File: config.mk
export PLATFORM = sky130hd
export DESIGN_NAME = csc_ctrl
export DESIGN_NICKNAME = d
export VERILOG_FILES = /design/src/rtl/csc_pkg.sv /design/src/rtl/csc_ctrl.sv
export SDC_FILE = /design/constraint.sdc
export NUM_CORES = 1
export LEC_CHECK = 0
export BUFFER_PORTS_ARGS = -buffer_cell sky130_fd_sc_hd__buf_2
export CAP_MARGIN = 20
export CORE_MARGIN = 5
export CORE_UTILIZATION = 45
export DETAILED_ROUTE_END_ITERATION = 12
export PLACE_DENSITY = 0.81
export SKIP_CTS_REPAIR_TIMING = 1
export SYNTH_ARGS = -nofsm -noshare
export SYNTH_HDL_FRONTEND = slang
export SYNTH_SLANG_ARGS = --single-unit
File: constraint.sdc
create_clock -name clock -period 2.19 [get_ports clock]
set_clock_uncertainty 0.15 [all_clocks]
set_input_delay 0.438 -clock clock [delete_from_list [all_inputs] [get_ports clock]]
set_output_delay 0.438 -clock clock [all_outputs]
set_load 0.01 [all_outputs]
File: src/rtl/csc_pkg.sv
// csc_pkg: shared constants, operation codes and controller/datapath types
// for the checked stack calculator; no dependencies
`default_nettype none

package csc_pkg;

   localparam int STACK_DEPTH = 1024;
   localparam int OP_W        = 4;
   localparam int VAL_W       = 31;
   localparam int RES_W       = 2 * VAL_W;
   localparam int MAG_W       = VAL_W - 1;
   localparam int CNT_W       = $clog2(STACK_DEPTH + 1);
   localparam int ADDR_W      = $clog2(STACK_DEPTH);
   localparam int STEP_W      = $clog2(MAG_W);

   localparam logic signed [VAL_W-1:0] LIMIT_VAL = VAL_W'(1000000000);
   localparam logic signed [RES_W-1:0] LIMIT_RES = RES_W'(1000000000);

   localparam logic [OP_W-1:0] OP_START  = 4'd0;
   localparam logic [OP_W-1:0] OP_NUM    = 4'd1;
   localparam logic [OP_W-1:0] OP_POP    = 4'd2;
   localparam logic [OP_W-1:0] OP_INV    = 4'd3;
   localparam logic [OP_W-1:0] OP_DUP    = 4'd4;
   localparam logic [OP_W-1:0] OP_SWP    = 4'd5;
   localparam logic [OP_W-1:0] OP_ADD    = 4'd6;
   localparam logic [OP_W-1:0] OP_SUB    = 4'd7;
   localparam logic [OP_W-1:0] OP_MUL    = 4'd8;
   localparam logic [OP_W-1:0] OP_DIV    = 4'd9;
   localparam logic [OP_W-1:0] OP_MOD    = 4'd10;
   localparam logic [OP_W-1:0] OP_FINISH = 4'd11;

   // stack address selects
   localparam logic [1:0] A_TOP    = 2'd0;
   localparam logic [1:0] A_SECOND = 2'd1;
   localparam logic [1:0] A_PUSH   = 2'd2;
   localparam logic [1:0] A_BOTTOM = 2'd3;

   // write data selects
   localparam logic [2:0] D_OPERAND = 3'd0;
   localparam logic [2:0] D_READ    = 3'd1;
   localparam logic [2:0] D_NEG     = 3'd2;
   localparam logic [2:0] D_RHS     = 3'd3;
   localparam logic [2:0] D_RESULT  = 3'd4;

   // stack count updates
   localparam logic [2:0] CNT_HOLD = 3'd0;
   localparam logic [2:0] CNT_ZERO = 3'd1;
   localparam logic [2:0] CNT_ONE  = 3'd2;
   localparam logic [2:0] CNT_INC  = 3'd3;
   localparam logic [2:0] CNT_DEC  = 3'd4;
   localparam logic [2:0] CNT_SUB2 = 3'd5;

   typedef struct packed {
      logic            capture;
      logic [OP_W-1:0] op;
      logic            rd_en;
      logic [1:0]      rd_addr_sel;
      logic            wr_en;
      logic [1:0]      wr_addr_sel;
      logic [2:0]      wr_data_sel;
      logic [2:0]      cnt_op;
      logic            err_set;
      logic            err_clr;
      logic            rhs_load;
      logic            res_load_arith;
      logic            res_load_div;
      logic            div_start;
      logic            rsp_load;
   } csc_cmd_type;

   typedef struct packed {
      logic empty;
      logic lt2;
      logic full;
      logic err;
      logic operand_ok;
      logic rhs_zero;
      logic res_ok;
      logic div_done;
      logic rsp_free;
   } csc_status_type;

endpackage

`default_nettype wire

File: src/rtl/csc_ctrl.sv
// csc_ctrl: instruction sequencer state machine that drives the datapath
// through command signals; uses csc_pkg
`default_nettype none

module csc_ctrl (
   input  wire logic                            clock,
   input  wire logic                            reset,
   input  wire logic                            req_valid,
   output logic                                 req_ready,
   input  wire logic [csc_pkg::OP_W-1:0]        req_operation,
   input  wire csc_pkg::csc_status_type         status,
   output csc_pkg::csc_cmd_type                 cmd
);
   import csc_pkg::*;

   localparam logic [3:0] S_IDLE   = 4'd0;
   localparam logic [3:0] S_DECODE = 4'd1;
   localparam logic [3:0] S_UNARY  = 4'd2;
   localparam logic [3:0] S_RD2    = 4'd3;
   localparam logic [3:0] S_EXEC   = 4'd4;
   localparam logic [3:0] S_SWP2   = 4'd5;
   localparam logic [3:0] S_DIV    = 4'd6;
   localparam logic [3:0] S_WB     = 4'd7;
   localparam logic [3:0] S_FIN    = 4'd8;

   logic [3:0]      state_ff, state_in;
   logic [OP_W-1:0] op_ff, op_in;

   always_comb begin
      state_in  = state_ff;
      op_in     = op_ff;
      req_ready = (state_ff == S_IDLE);
      cmd       = '0;
      cmd.op    = op_ff;
      case (state_ff)
         S_IDLE: begin
            if (req_valid) begin
               cmd.capture = 1'b1;
               op_in       = req_operation;
               state_in    = S_DECODE;
            end
         end
         S_DECODE: begin
            state_in = S_IDLE;
            if (op_ff == OP_START) begin
               cmd.err_clr = 1'b1;
               if (status.operand_ok) begin
                  cmd.wr_en       = 1'b1;
                  cmd.wr_addr_sel = A_BOTTOM;
                  cmd.wr_data_sel = D_OPERAND;
                  cmd.cnt_op      = CNT_ONE;
               end else begin
                  cmd.cnt_op  = CNT_ZERO;
                  cmd.err_set = 1'b1;
               end
            end else if (op_ff == OP_FINISH) begin
               cmd.rd_en       = 1'b1;
               cmd.rd_addr_sel = A_BOTTOM;
               state_in        = S_FIN;
            end else if (status.err || op_ff > OP_FINISH) begin
               state_in = S_IDLE;
            end else begin
               case (op_ff)
                  OP_NUM: begin
                     if (!status.operand_ok || status.full) begin
                        cmd.err_set = 1'b1;
                     end else begin
                        cmd.wr_en       = 1'b1;
                        cmd.wr_addr_sel = A_PUSH;
                        cmd.wr_data_sel = D_OPERAND;
                        cmd.cnt_op      = CNT_INC;
                     end
                  end
                  OP_POP: begin
                     if (status.empty) begin
                        cmd.err_set = 1'b1;
                     end else begin
                        cmd.cnt_op = CNT_DEC;
                     end
                  end
                  OP_INV, OP_DUP: begin
                     if (status.empty) begin
                        cmd.err_set = 1'b1;
                     end else begin
                        cmd.rd_en       = 1'b1;
                        cmd.rd_addr_sel = A_TOP;
                        state_in        = S_UNARY;
                     end
                  end
                  default: begin
                     if (status.lt2) begin
                        cmd.err_set = 1'b1;
                     end else begin
                        cmd.rd_en       = 1'b1;
                        cmd.rd_addr_sel = A_TOP;
                        state_in        = S_RD2;
                     end
                  end
               endcase
            end
         end
         S_UNARY: begin
            state_in = S_IDLE;
            if (op_ff == OP_INV) begin
               cmd.wr_en       = 1'b1;
               cmd.wr_addr_sel = A_TOP;
               cmd.wr_data_sel = D_NEG;
            end else if (status.full) begin
               cmd.err_set = 1'b1;
            end else begin
               cmd.wr_en       = 1'b1;
               cmd.wr_addr_sel = A_PUSH;
               cmd.wr_data_sel = D_READ;
               cmd.cnt_op      = CNT_INC;
            end
         end
         S_RD2: begin
            cmd.rhs_load    = 1'b1;
            cmd.rd_en       = 1'b1;
            cmd.rd_addr_sel = A_SECOND;
            state_in        = S_EXEC;
         end
         S_EXEC: begin
            if (op_ff == OP_SWP) begin
               cmd.wr_en       = 1'b1;
               cmd.wr_addr_sel = A_TOP;
               cmd.wr_data_sel = D_READ;
               state_in        = S_SWP2;
            end else if (op_ff == OP_DIV || op_ff == OP_MOD) begin
               if (status.rhs_zero) begin
                  cmd.err_set = 1'b1;
                  state_in    = S_IDLE;
               end else begin
                  cmd.div_start = 1'b1;
                  state_in      = S_DIV;
               end
            end else begin
               cmd.res_load_arith = 1'b1;
               state_in           = S_WB;
            end
         end
         S_SWP2: begin
            cmd.wr_en       = 1'b1;
            cmd.wr_addr_sel = A_SECOND;
            cmd.wr_data_sel = D_RHS;
            state_in        = S_IDLE;
         end
         S_DIV: begin
            if (status.div_done) begin
               cmd.res_load_div = 1'b1;
               state_in         = S_WB;
            end
         end
         S_WB: begin
            state_in = S_IDLE;
            if (status.res_ok) begin
               cmd.wr_en       = 1'b1;
               cmd.wr_addr_sel = A_SECOND;
               cmd.wr_data_sel = D_RESULT;
               cmd.cnt_op      = CNT_DEC;
            end else begin
               cmd.cnt_op  = CNT_SUB2;
               cmd.err_set = 1'b1;
            end
         end
         S_FIN: begin
            if (status.rsp_free) begin
               cmd.rsp_load = 1'b1;
               state_in     = S_IDLE;
            end
         end
         default: begin
            state_in = S_IDLE;
         end
      endcase
   end

   always_ff @(posedge clock) begin
      if (reset) begin
         state_ff <= S_IDLE;
      end else begin
         state_ff <= state_in;
      end
   end

   always_ff @(posedge clock) begin
      op_ff <= op_in;
   end

endmodule

`default_nettype wire

# ---- Word level (Yosys, flattened, before mapping)
# Index checks and enable logic that the tools add are counted.
dict set report word_totals {
  out_inout_bits 25
  inputBits 16
  word_cells 95
  regBits 8
}
dict set report op_classes {
  reduce_logical 11
  eq_ne 19
  muxes 62
  order_cmp 1
}
# operator n
set op_table {}
lappend op_table {{4-bit two-way mux} 8}
lappend op_table {{6-bit two-way mux} 5}
lappend op_table {{6-bit case mux with 5 select lines} 1}
lappend op_table {{1-bit two-way mux} 26}
lappend op_table {{4-bit by 3-bit == test with 1-bit output, second input constant} 6}
lappend op_table {{4-bit case mux with 6 select lines} 1}
lappend op_table {{10-bit two-way mux} 2}
lappend op_table {{3-bit two-way mux} 6}
lappend op_table {{9-bit two-way mux} 2}
lappend op_table {{3-bit case mux with 2 select lines} 3}
lappend op_table {{4-bit by 2-bit == test with 1-bit output, second input constant} 4}
lappend op_table {{4-bit == test, second input constant} 4}
lappend op_table {{13-bit two-way mux} 1}
lappend op_table {{3-bit case mux with 3 select lines} 1}
lappend op_table {{4-bit by 1-bit == test with 1-bit output, second input constant} 2}
lappend op_table {{4-bit zero test} 2}
lappend op_table {{4-bit case mux with 2 select lines} 1}
lappend op_table {{2-bit two-way mux} 3}
lappend op_table {{2-bit != test, second input constant} 3}
lappend op_table {{4-bit > comparator, second input constant} 1}
lappend op_table {{1-bit case mux with 4 select lines} 1}
lappend op_table {{2-bit OR reduction} 2}
lappend op_table {{1-bit logical OR} 3}
lappend op_table {{3-bit AND reduction} 1}
lappend op_table {{other kinds (4)} 4}

# ---- Longest topological paths before layout
# Gate-level depths: netlist of run 1.
dict set report depth {
  depth_word 8
  mapped_depth 6
  ltp_nobuf 4
}

# ---- Least setup slack after synthesis of run 1
# No wires, ideal clock.
dict set report synth_path {
  kind {register -> output}
  startpoint {register op_ff[0]}
  endpoint {output cmd[6] in the netlist's numbering}
  stages_incl_launch_ff 6
  slack_ps 92
  t_required_ps 1602
  path_buffers 1
  arrival_time_ps 1510
  cell_sequence {edfxtp_1 > buf_2 > nor4_4 > and2_1 > nor2_1 > a41o_1}
}
# item line
set synth_lines {}
lappend synth_lines {{start, declared} csc_ctrl.sv:27} ;# logic [OP_W-1:0] op_ff, op_in;
lappend synth_lines {{start signal, assigned} csc_ctrl.sv:187} ;# op_ff <= op_in;
lappend synth_lines {{end, declared} csc_ctrl.sv:12} ;# output csc_pkg::csc_cmd_type cmd

==> impl_metrics.csv, run 1 <==
group,metric,value,unit
status,outcome,"finished with violations",
status,violations,"negative setup slack",
cts,cts.sinks,8,
global_routing,top_usage_layer,"met2",
critical_path,cpMaxStageDelayCell,"edfxtp_1",
sta,finalHoldViolations,0,
synthesis,synth_flop_cell,"edfxtp_1",
cts,cts_buffer_depth,2,
sta,whs,205,ps
cts,clk_latency,250,ps
cts,cts.htree.levels,1,
global_routing,grt_pass1_vias,1218,
placement,place_inst,208,
sta,setup_violations,13,
route,dr_total_vias,1313,
route,wirelength,3.54,mm
synthesis,postSynthAreaPerCell,7.35,um2
placement,gp_congestion,0.891,
sta,maxSlewHeadroom,69.4,%
global_routing,grt_pass1_wl,5.35,mm
critical_path,worstSetupEndpointType,"output pin",
sta,fmax,403,MHz
cts,cts_tree,"yes",
route,wl_per_cell,16.2,um
critical_path,critPathArrivalTime,1900,ps
sta,post-route-min-period,2480,ps
global_routing,use_met2,32.8,%
route,via_per_inst,6.02,
route,drc_errors,0,
synthesis,yosysWarningCount,0,
pwr,total_power,0.561,mW
critical_path,cp_cell_sequence,"buf_12 > buf_4 > nor3_1 > o21a_1 > o2111ai_1 > nand3_1 > buf_2",
sta,post-route-period-util,113,%
die,die-area,3200,um2
sta,grt_setup_unrepaired,"true",
placement,dp_hpwl,2.59,mm
cts,cts_made_buffers,3,
route,ant_nets,0,
global_routing,grt_max_degree,17,
cells_and_area,synthToLayoutAreaGrowth,51.3,%
cts,cts-root-buf,"clkbuf_4",
pwr,p_per_area,379,nW/um2
die,die_w,56.6,um
sta,slew_viol_final,0,
pwr,p_leak,0.730,nW
cts,path_clk_slew,60,ps
global_routing,grt_usage,20.2,%
synthesis,yosysSeqAreaShare,20.5,%
sta,tightest_slew,452,ps
synthesis,synth.distinct_cells,47,
cells_and_area,nets,208,
synthesis,synth_edf_count,4,
die,coreArea,2020,um2
pwr,peakVddDrop,0.387,mV
global_routing,antenna_found_initial,0,
placement,numPortBuffers,40,
synthesis,synth-seq-cells,8,
synthesis,async_flop_share,0,%
cells_and_area,diodes,0,
synthesis,synthCells,133,
critical_path,worstPathRequired,1600,ps
route,firstDrtPassIters,4,
global_routing,grtUsageMet3,5.96,%
synthesis,postSynthNetCount,149,
die,rows,16,
cells_and_area,drive_gt1_share,48.2,%
die,ios,41,
route,drtIter0Drc,62,
synthesis,synth_area,977,um2
global_routing,gr-total-overflow,0,
placement,preCtsSetupSlack,66.8,ps
min_path,hp-class,"input port to register",
die,start_util,48.3,%
critical_path,slowest_delay,520,ps
critical_path,start_kind,"register",
job,cap_violations,0,
cells_and_area,finalNonFillerCells,218,
die,die_h,56.6,um
critical_path,setup.worst_path.class,"register to output pin",
global_routing,grtUsageMet1,24.7,%
sta,setup_ws,-294,ps
critical_path,path_max_fanout,7,
## power by group
| part | internal [mW] | leakage [nW] | switching (mW) |
|---|---|---|---|
| clock network | 0.0698 | 0.0150 | 0.0515 |
| logic | 0.124 | 0.643 | 0.133 |
| registers | 0.168 | 0.0725 | 0.0146 |
## per-stage QoR
stage / instance area (um2) / TNS, ps / util [%]
6_report: 1480 / -1930 / 73.1
5_1_grt: 1480 / -3260 / 73.1
4_1_cts: 1340 / -2030 / 66.5
3_5_place_dp: 1320 / 0 / 65.2
3_3_place_gp: 1320 / 0 / 65.2
2_1_floorplan: 977 / 0 / -
## logic make-up after synthesis
kind of cell / count (synthesis) / share of synthesized area (%)
AO/OA/AOI/OAI: 40 / 27.4
flip-flops: 8 / 20.5
buffers and inverters: 19 / 8.96
XOR/XNOR: 2 / 1.79
AND/OR/NAND/NOR: 64 / 41.4
## sequential cells by signal, indices dropped and copies added, names as in the netlist
| name | count |
|---|---|
| op_ff | 4 |
| state_ff | 4 |
## Yosys cell counts, types with 2 or more instances
cell | instances | area (um2)
nor4b_1 | 2 | 17.5
nand3_1 | 5 | 25.0
o21ai_0 | 6 | 30.0
xor2_1 | 2 | 17.5
buf_2 | 4 | 20.0
a21o_1 | 2 | 15.0
dfxtp_1 | 4 | 80.1
o21a_1 | 5 | 37.5
a21oi_1 | 7 | 35.0
nand2_1 | 9 | 33.8
nand2b_1 | 2 | 12.5
nor3_1 | 2 | 10.0
o21ai_1 | 3 | 15.0
o221ai_1 | 2 | 17.5
a31oi_1 | 5 | 31.3
nor3b_1 | 2 | 15.0
o2111ai_1 | 3 | 26.3
clkbuf_1 | 4 | 15.0
nand4bb_1 | 2 | 22.5
nor2b_1 | 5 | 31.3
edfxtp_1 | 4 | 120
inv_1 | 9 | 33.8
and2_1 | 4 | 25.0
o31ai_1 | 2 | 15.0
nor2_1 | 15 | 56.3
and3_1 | 2 | 12.5
## worst max-delay path, delay by kind of cell (launching register included)
family / cells / cell delay, ps
DFF: 1 / 520
buffers and inverters: 3 / 480
and+or+nand+nor: 2 / 350
AOI/OAI and AO/OA: 2 / 290
## cell type report
class                   instances  area, um2
fillers                       150        543
clock buffers                   4       26.3
well taps                      27       33.8
multi-input cells             106        752
inverters                       9       33.8
flip-flops and latches          8        206
repair buffers                 64        427
## placed cells by master (no fill, tap or decap), drive strengths merged, types with 3 or more instances in the layout
master	count
buf	63
o21a	5
nand2	9
a31oi	5
edfxtp	4
a21oi	8
nor4b	3
o21ai	9
inv	9
nor2	16
dfxtp	4
and2	4
clkbuf	5
nand3	5
o2111ai	3
nor2b	5
## layer usage
layer | up-vias | wire length, um
li1 | 612 | -
met1 | 607 | 1370
met2 | 84 | 1690
met3 | 10 | 393
met4 | 0 | 85
met5 | - | 0
## final timing paths
path | startpoint | to | slack [ps] | cells after the start
setup / recovery | op_ff[2] | cmd[18] | -290 | 7
hold / removal | req_operation[0] | op_ff[0] | 200 | 1
setup reg to reg | op_ff[2] | state_ff[1] | 330 | 5
hold reg to reg | state_ff[0] | state_ff[0] | 520 | 3
Power figures use the tool's default switching activity.
==> inputs of run 2 (changes only) <==
ABC_AREA = 1   (was unset)
CORE_UTILIZATION = 44   (was 45)
PLACE_DENSITY = 0.83   (was 0.81)
==> run 2 against run 1 <==
Against the previous run: the flow still finishes with violations (negative setup slack); largest power group is now sequential cells; worst hold slack lost 0.58 ps; routed wire length is 31% lower; sequential share of layout area increased by 3.5 points; synthesized cell count grew 3.8%; die area shrank 15%; cell count down 2.3%; sequential power about the same; clock power about the same.
==> impl_metrics.csv, run 2 <==
group,metric,value,unit
synthesis,synth_area,779,um2
synthesis,synth_flop_cell,"edfxtp_1",
global_routing,antenna_found_initial,0,
pwr,p_per_area,398,nW/um2
route,drtIter0Drc,26,
die,die-area,2710,um2
cts,cts_tree,"yes",
critical_path,cpMaxStageDelayCell,"edfxtp_1",
die,ios,41,
cells_and_area,diodes,0,
global_routing,grt_max_degree,8,
global_routing,grt_pass1_vias,883,
cts,cts.sinks,8,
synthesis,postSynthAreaPerCell,5.65,um2
global_routing,grt_pass1_wl,3.51,mm
global_routing,grt_usage,16.7,%
route,firstDrtPassIters,4,
critical_path,path_max_fanout,7,
placement,gp_congestion,0.903,
min_path,hp-class,"input port to register",
die,rows,15,
route,wirelength,2.43,mm
critical_path,worstSetupEndpointType,"output pin",
synthesis,synth_top_cell_area_share,18.8,%
cts,cts-root-buf,"clkbuf_4",
critical_path,setup.worst_path.class,"register to output pin",
cts,cts_made_buffers,3,
synthesis,synth_area_leaders,"nand2_1 (19%), edfxtp_1 (15%), inv_1 (13%)",
cells_and_area,nets,205,
cells_and_area,synthToLayoutAreaGrowth,47.4,%
critical_path,critPathArrivalTime,1680,ps
sta,setup_ws,-80.7,ps
sta,maxSlewHeadroom,81.4,%
die,coreArea,1710,um2
synthesis,synth.distinct_cells,22,
cells_and_area,largestRegisters,"op_ff (4), state_ff (4)",
synthesis,synth-seq-cells,8,
synthesis,postSynthNetCount,154,
cells_and_area,finalNonFillerCells,213,
synthesis,yosysWarningCount,0,
route,via_per_inst,5.08,
pwr,total_power,0.458,mW
synthesis,async_flop_share,0,%
critical_path,cp_cell_sequence,"nor2_4 > nand2_1 > nand2_1 > nand2_1 > nand2_1 > nand2_1 > nand2_1 > nand2_1 > nand2_1 > buf_2",
sta,finalHoldViolations,0,
critical_path,slowest_delay,510,ps
pwr,peakVddDrop,0.350,mV
sta,post-route-min-period,2270,ps
cts,clk_latency,260,ps
route,drc_errors,0,
status,violations,"negative setup slack",
route,dr_total_vias,1081,
placement,numPortBuffers,40,
critical_path,worstPathRequired,1600,ps
synthesis,synth.most_common_cell,"nand2_1",
die,die_w,52.1,um
critical_path,crit_family,"simple AND/OR/NAND/NOR gates",
placement,place_inst,204,
cells_and_area,layout_common_cells,"buf_2 (40), nand2_1 (37), inv_1 (26), nor2_1 (23), nand3_1 (10)",
global_routing,gr-total-overflow,0,
cells_and_area,drive_gt1_share,36.7,%
sta,grt_setup_unrepaired,"true",
job,cap_violations,0,
sta,slew_viol_final,0,
placement,placed_area,1020,um2
critical_path,cp_num_buf_inv,1,
sta,tightest_slew,278,ps
sta,fmax,440,MHz
die,start_util,45.6,%
synthesis,ys_top_cells_by_count,"nand2_1 (39), inv_1 (27), nor2_1 (25)",
route,wl_per_cell,11.4,um
placement,preCtsSetupSlack,164,ps
cts,path_clk_slew,50,ps
synthesis,synth.largest_area_cell,"nand2_1",
synthesis,synth_edf_count,4,
cts,cts.htree.levels,1,
route,ant_nets,0,
cells_and_area,final_common_cell,"buf_2",
die,die_h,52.1,um
pwr,p_leak,0.674,nW
sta,post-route-period-util,104,%
cts,cts_buffer_depth,2,
synthesis,synthCells,138,
status,outcome,"finished with violations",
cells_and_area,final_util,67.3,%
sta,setup_violations,6,
critical_path,crit_top_cell,"nand2_1",
synthesis,yosysSeqAreaShare,25.7,%
placement,dp_hpwl,1.94,mm
cells_and_area,final_area,1150,um2
critical_path,start_kind,"register",
run 2: layout make-up:
type,count,area (um2)
fillers,162,559
multi-input cells,101,533
repair buffers,46,249
flip-flops and latches,8,200
inverters,29,109
well taps,25,31.3
clock buffers,4,26.3
run 2: layer usage:
| metal | global-route usage, % | up-vias | share of wire [%] |
|---|---|---|---|
| li1 | - | 534 | - |
| met1 | 20.8 | 475 | 42 |
| met2 | 27.6 | 61 | 46 |
| met3 | 3.44 | 11 | 9.8 |
| met4 | 6.99 | 0 | 2.9 |
| met5 | 0 | - | 0 |
run 2: power by group:
group	switching (mW)	leakage (nW)	internal, mW
clock network	0.0513	0.0150	0.0698
registers	0.0148	0.0708	0.168
logic	0.0933	0.588	0.0603
total	0.159	0.674	0.298
run 2: final timing paths:
kind | start | end | slack, ps | depth (start not counted)
setup / recovery | op_ff[2] | cmd[18] | -80 | 10
hold / removal | req_operation[2] | op_ff[2] | 200 | 1
setup reg to reg | op_ff[1] | state_ff[1] | 580 | 7
hold reg to reg | state_ff[1] | state_ff[2] | 560 | 4
run 2: per-stage QoR:
step / hold WS [ps] / TNS, ps
after floorplan: 357 / 0
after global placement: 465 / 0
after detailed placement: 468 / 0
after CTS: 203 / -547
after global routing: 186 / -1440
final: 204 / -296
run 2: logic make-up (layout without fill, tap and decap cells):
kind of cell    count (synthesis)  in the layout  synth area share [%]
simple gates                   87             87                  49.3
buf+inv                        29             79                  14.0
compound gates                 14             14                  11.1
flops                           8              8                  25.7
run 2: worst reg2reg max path, stage by stage (launching register included):
cell,delay (ps)
edfxtp_1,490
nand2_1,140
inv_2,60
nor3_4,250
buf_4,160
a21oi_1,60
nor2_1,110
a21oi_1,70
